## config.mk

```make
export PLATFORM = sky130hd
export DESIGN_NAME = pm_cell
export DESIGN_NICKNAME = d
export VERILOG_FILES = /design/src/rtl/pm_pkg.sv /design/src/rtl/pm_cell.sv
export SDC_FILE = /design/constraint.sdc
export NUM_CORES = 1
export LEC_CHECK = 0
export CORE_MARGIN = 10
export CORE_UTILIZATION = 50
export CTS_CLUSTER_DIAMETER = 40
export DETAILED_ROUTE_END_ITERATION = 8
export DONT_BUFFER_PORTS = 1
export PLACE_DENSITY_LB_ADDON = 0.05
export SLEW_MARGIN = 20
export SYNTH_ARGS = -nofsm -noshare
export SYNTH_HDL_FRONTEND = slang
export SYNTH_SLANG_ARGS = --single-unit
export TNS_END_PERCENT = 1
```

## constraint.sdc

```tcl
create_clock -name clk_i -period 7.8 [get_ports clk_i]
set_input_delay 0.78 -clock clk_i [delete_from_list [all_inputs] [get_ports clk_i]]
set_output_delay 0.78 -clock clk_i [all_outputs]
set_load 0.05 [all_outputs]
```

## src/rtl/pm_pkg.sv

```systemverilog
// Shared types and constants of the polynomial multiplier.
package pm_pkg;

  localparam int MAX_TAPS = 16;

  localparam int VALUE_W = 16;
  localparam int PROD_W  = 2 * VALUE_W;
  localparam int COEF_W  = 36;
  localparam int OUT_TDATA_W = ((COEF_W + 7) / 8) * 8;

  localparam int CNT_W  = $clog2(MAX_TAPS + 1);
  localparam int IDX_W  = $clog2(MAX_TAPS);

  typedef enum logic [1:0] {
    ST_IDLE,
    ST_RUN,
    ST_DONE
  } pm_state_e;

  typedef enum logic {
    FUNC_LOAD   = 1'b0,
    FUNC_STREAM = 1'b1
  } pm_func_e;

  // Controls broadcast to every cell of the chain.
  typedef struct packed {
    logic shift;       // Move samples one cell down the line.
    logic clr_line;    // Zero the sample line after a product.
    logic clr_taps;    // Zero the taps when a new first vector begins.
  } pm_ctrl_t;

endpackage

```

## src/rtl/pm_cell.sv

```systemverilog
// One cell of the convolution chain: a tap, a sample and a partial sum.
module pm_cell (
  input  logic                          clk_i,
  input  logic                          rst_ni,
  input  pm_pkg::pm_ctrl_t              ctrl_i,
  input  logic                          tap_we_i,
  input  logic signed [pm_pkg::VALUE_W-1:0] tap_i,
  input  logic signed [pm_pkg::VALUE_W-1:0] x_i,
  output logic signed [pm_pkg::VALUE_W-1:0] x_o,
  input  logic signed [pm_pkg::COEF_W-1:0]  psum_i,
  output logic signed [pm_pkg::COEF_W-1:0]  psum_o
);
  import pm_pkg::*;

  logic signed [VALUE_W-1:0] tap_q, tap_d;
  logic signed [VALUE_W-1:0] x_q, x_d;
  logic signed [COEF_W-1:0]  psum_q, psum_d;
  logic signed [PROD_W-1:0]  prod;

  always_comb begin
    tap_d = tap_q;
    if (ctrl_i.clr_taps) begin
      tap_d = '0;
    end
    if (tap_we_i) begin
      tap_d = tap_i;
    end
  end

  always_comb begin
    x_d = x_q;
    if (ctrl_i.clr_line) begin
      x_d = '0;
    end else if (ctrl_i.shift) begin
      x_d = x_i;
    end
  end

  // The partial sum wave moves one cell toward the head every cycle.
  assign prod   = tap_q * x_q;
  assign psum_d = psum_i + {{(COEF_W - PROD_W){prod[PROD_W-1]}}, prod};

  always_ff @(posedge clk_i or negedge rst_ni) begin
    if (!rst_ni) begin
      tap_q <= '0;
      x_q   <= '0;
    end else begin
      tap_q <= tap_d;
      x_q   <= x_d;
    end
  end

  always_ff @(posedge clk_i) begin
    psum_q <= psum_d;
  end

  assign x_o    = x_q;
  assign psum_o = psum_q;

endmodule

```

==> results.sh <==
export IMPL_status="finished with violations"
export IMPL_failed_checks="setup timing"
export IMPL_grt_pass1_wl_um=57500
export IMPL_dp_hpwl_um=30700
export IMPL_setup_slack_ns=-0.0543
export IMPL_synth_area_mm2=0.0135
export IMPL_synth_top_family_by_area="adder cells"
export IMPL_startpoint="x_o[5]"
export IMPL_core_area_mm2=0.0268
export IMPL_power_switching_mw=2.44
export IMPL_remaining_drc_errors=0
export IMPL_worst_ep_required_time_ns=8.08
export IMPL_finalCritPeriodShare_pct=101
export IMPL_period_needed_ns=7.85
export IMPL_start_kind="flip-flop"
export IMPL_netlist_cell_type_count=57
export IMPL_via_per_inst=5.25
export IMPL_yosysSeqAreaShare_pct=11.2
export IMPL_pre_cts_ws_ns=-0.180
export IMPL_finalNonFillerCells=1911
export IMPL_cts_tree="built"
export IMPL_worst_path_max_fanout=6
export IMPL_io_buffer_count=0
export IMPL_dieArea_mm2=0.0341
export IMPL_postRouteAntennaNets=0
export IMPL_clk_latency_ns=0.35
export IMPL_rows=60
export IMPL_synth_edf_count=0
export IMPL_tns_ns=-0.0622
export IMPL_comb_power_share_pct=71.3
export IMPL_ys_async_sr_fraction_pct=47.1
export IMPL_area_growth_pct=12.8
export IMPL_ys_warn_count=0
export IMPL_cpMaxStageDelayCell="fa_1"
export IMPL_drv_cap=0
export IMPL_final_util_pct=57.0
export IMPL_yosys_area_share_adder_pct=49.8
export IMPL_cts_buffers=9
export IMPL_crit_path_frequent_cell="fa_1"
export IMPL_initial_core_util_pct=50.5
export IMPL_grt_pass1_vias=10689
export IMPL_worst_r2r_path_depth=33
export IMPL_drive_gt1_share_pct=12.1
export IMPL_dieHeight_um=185
export IMPL_internal_power_mw=2.45
export IMPL_root_buffer="clkbuf_16"
export IMPL_synth_compound_area_share_pct=8.63
export IMPL_max_stage_delay_ns=0.51
export IMPL_critPathCaptureType="flip-flop"
export IMPL_drtPass1Iterations=5
export IMPL_slew_violations=0
export IMPL_grt_overflow_total=0
export IMPL_hold_class="input port to async pin"
export IMPL_num_io_pins=126
export IMPL_r2r_start="x_o[5]"
export IMPL_leakage_nw=7.85
export IMPL_drtIter0Drc=430
export IMPL_via_count=10029
export IMPL_avgSynthCellArea_um2=9.16
export IMPL_clock_sinks=68
export IMPL_p_clk_share_pct=10.9
export IMPL_seqPwrFrac_pct=17.8
export IMPL_clockBufferDepth=2
export IMPL_mostFrequentLayoutCell="inv_1"
export IMPL_synthMuxAreaShare_pct=1.18
export IMPL_finClkSkew_ns=0.0103
export IMPL_syn_num_nets=1933
export IMPL_synth_xor_area_share_pct=4.37
export IMPL_slew_limit_headroom_pct=55.6
export IMPL_synth_simple_area_share_pct=15.0
export IMPL_drt_wirelength_per_cell_um=18.4
export IMPL_vdd_drop_max_v=0.000490
export IMPL_critical_path_class="flip-flop to flip-flop"
export IMPL_grt_use_total_pct=21.7
export IMPL_dp_cells=1893
export IMPL_h_tree_depth=3
export IMPL_power_density_mw_per_mm2=320
export IMPL_final_cell_mix="298 x inv_1, 263 x fa_1, 169 x nand2_1"
export IMPL_fmax_ghz=0.127
export IMPL_diodes=0
export IMPL_worst_pin_slew_ns=0.659
export IMPL_die_x_um=185
export IMPL_antenna_found_initial=0
export IMPL_cts_hold_buffers_added=0
export IMPL_grt_max_degree=33
export IMPL_clk_pin_slew_ns=0.07
export IMPL_synth_flop_cell="dfxtp_1"
export IMPL_synthesis_instances=1478
export IMPL_report_final_setup_viol=2
export IMPL_arrival_ns=8.14
export IMPL_report_final_hold_viol_count=0
export IMPL_ys_ff_latch=68
export IMPL_rsz0062_at_grt="yes"
export IMPL_wirelength_um=35200
export IMPL_place_gp_congestion=0.880
export IMPL_nets=2020
export IMPL_swShare_pct=49.8
cell type report:
cell class	instances	area, µm²
Tap cell	341	427
Inverter	300	1130
Fill cell	2494	11500
Clock buffer	9	225
Multi-Input combinational cell	1061	10800
Clock inverter	7	146
Timing Repair Buffer	125	967
Sequential cell	68	1540
kinds of logic after synthesis:
kind of cell,after synthesis
multiplexers,16
flip-flops,68
XOR/XNOR,66
AO/OA/AOI/OAI,180
adder cells (fa/ha/maj),381
AND/OR/NAND/NOR,418
buffers and inverters,349
layer usage:
| metal | wire length, µm | global-route usage [%] |
|---|---|---|
| met1 | 14200 | 26.0 |
| met2 | 19000 | 39.9 |
| met3 | 1520 | 3.52 |
| met4 | 469 | 3.83 |
| met5 | 0 | 0 |
power by group through the flow:
| stage | combinational [mW] | clock (mW) | sequential, mW |
|---|---|---|---|
| after floorplan | 2.42 | 0 | 0.866 |
| after global placement | 3.35 | 0 | 0.882 |
| after detailed placement | 3.36 | 0 | 0.882 |
| after CTS | 3.45 | 0.545 | 0.876 |
| after global routing | 3.90 | 0.556 | 0.882 |
| final | 3.48 | 0.533 | 0.871 |
stage by stage:
step                      total power [mW]  hold slack [ns]  cell area [µm²]
after floorplan                       3.29            0.484            13700
after global placement                4.23            0.486            14800
after detailed placement              4.25            0.486            14800
after CTS                             4.87            0.104            15200
after global routing                  5.34            0.101            15300
final                                 4.89            0.118            15300
state kept, by name, summed over array words and instances (netlist names):
| name | cells |
|---|---|
| psum_o | 36 |
| tap_q | 16 |
| x_o | 16 |
path summary, 6_finish.rpt:
kind                               to  slack [ns]
setup / recovery           psum_o[32]       -0.05
hold / removal               tap_q[0]        0.12
setup reg to reg           psum_o[32]       -0.05
hold reg to reg             tap_q[12]        0.69
max in group asynchronous    tap_q[7]        7.58
min in group clk_i             x_o[3]        0.48
critical path: cells and delay by family (launching register included):
kind,cells,cell delay [ns]
simple gates,2,0.30
compound gates,16,2.98
fa+ha+maj,8,3.39
buf+inv,5,0.36
xor+xnor,2,0.26
flops,1,0.46
synth_stat cells (all sizes together) (5+ instances only):
library cell,n,share of area (%)
inv,300,8.3
and2,121,5.6
clkbuf,45,1.2
o21ai,47,1.8
a21o,26,1.4
xnor2,49,3.2
nor2,58,1.6
nand3,13,0.48
nor3,5,0.18
a211oi,7,0.43
xor2,16,1.0
o21bai,7,0.39
mux2i,16,1.2
fa,263,39
dfxtp,36,5.3
a21oi,54,2.0
dfrtp,32,5.9
nand2,171,4.7
nand2b,30,1.4
ha,118,11
nand4,5,0.23
o21a,7,0.39
repair_timing:
item,CTS,global route
pin swaps,12,10
setup buffers,2,0
gates resized for setup,17,10
cloned,0,0
endpoints found under the setup margin,4,9
Power figures use the tool's default switching activity.
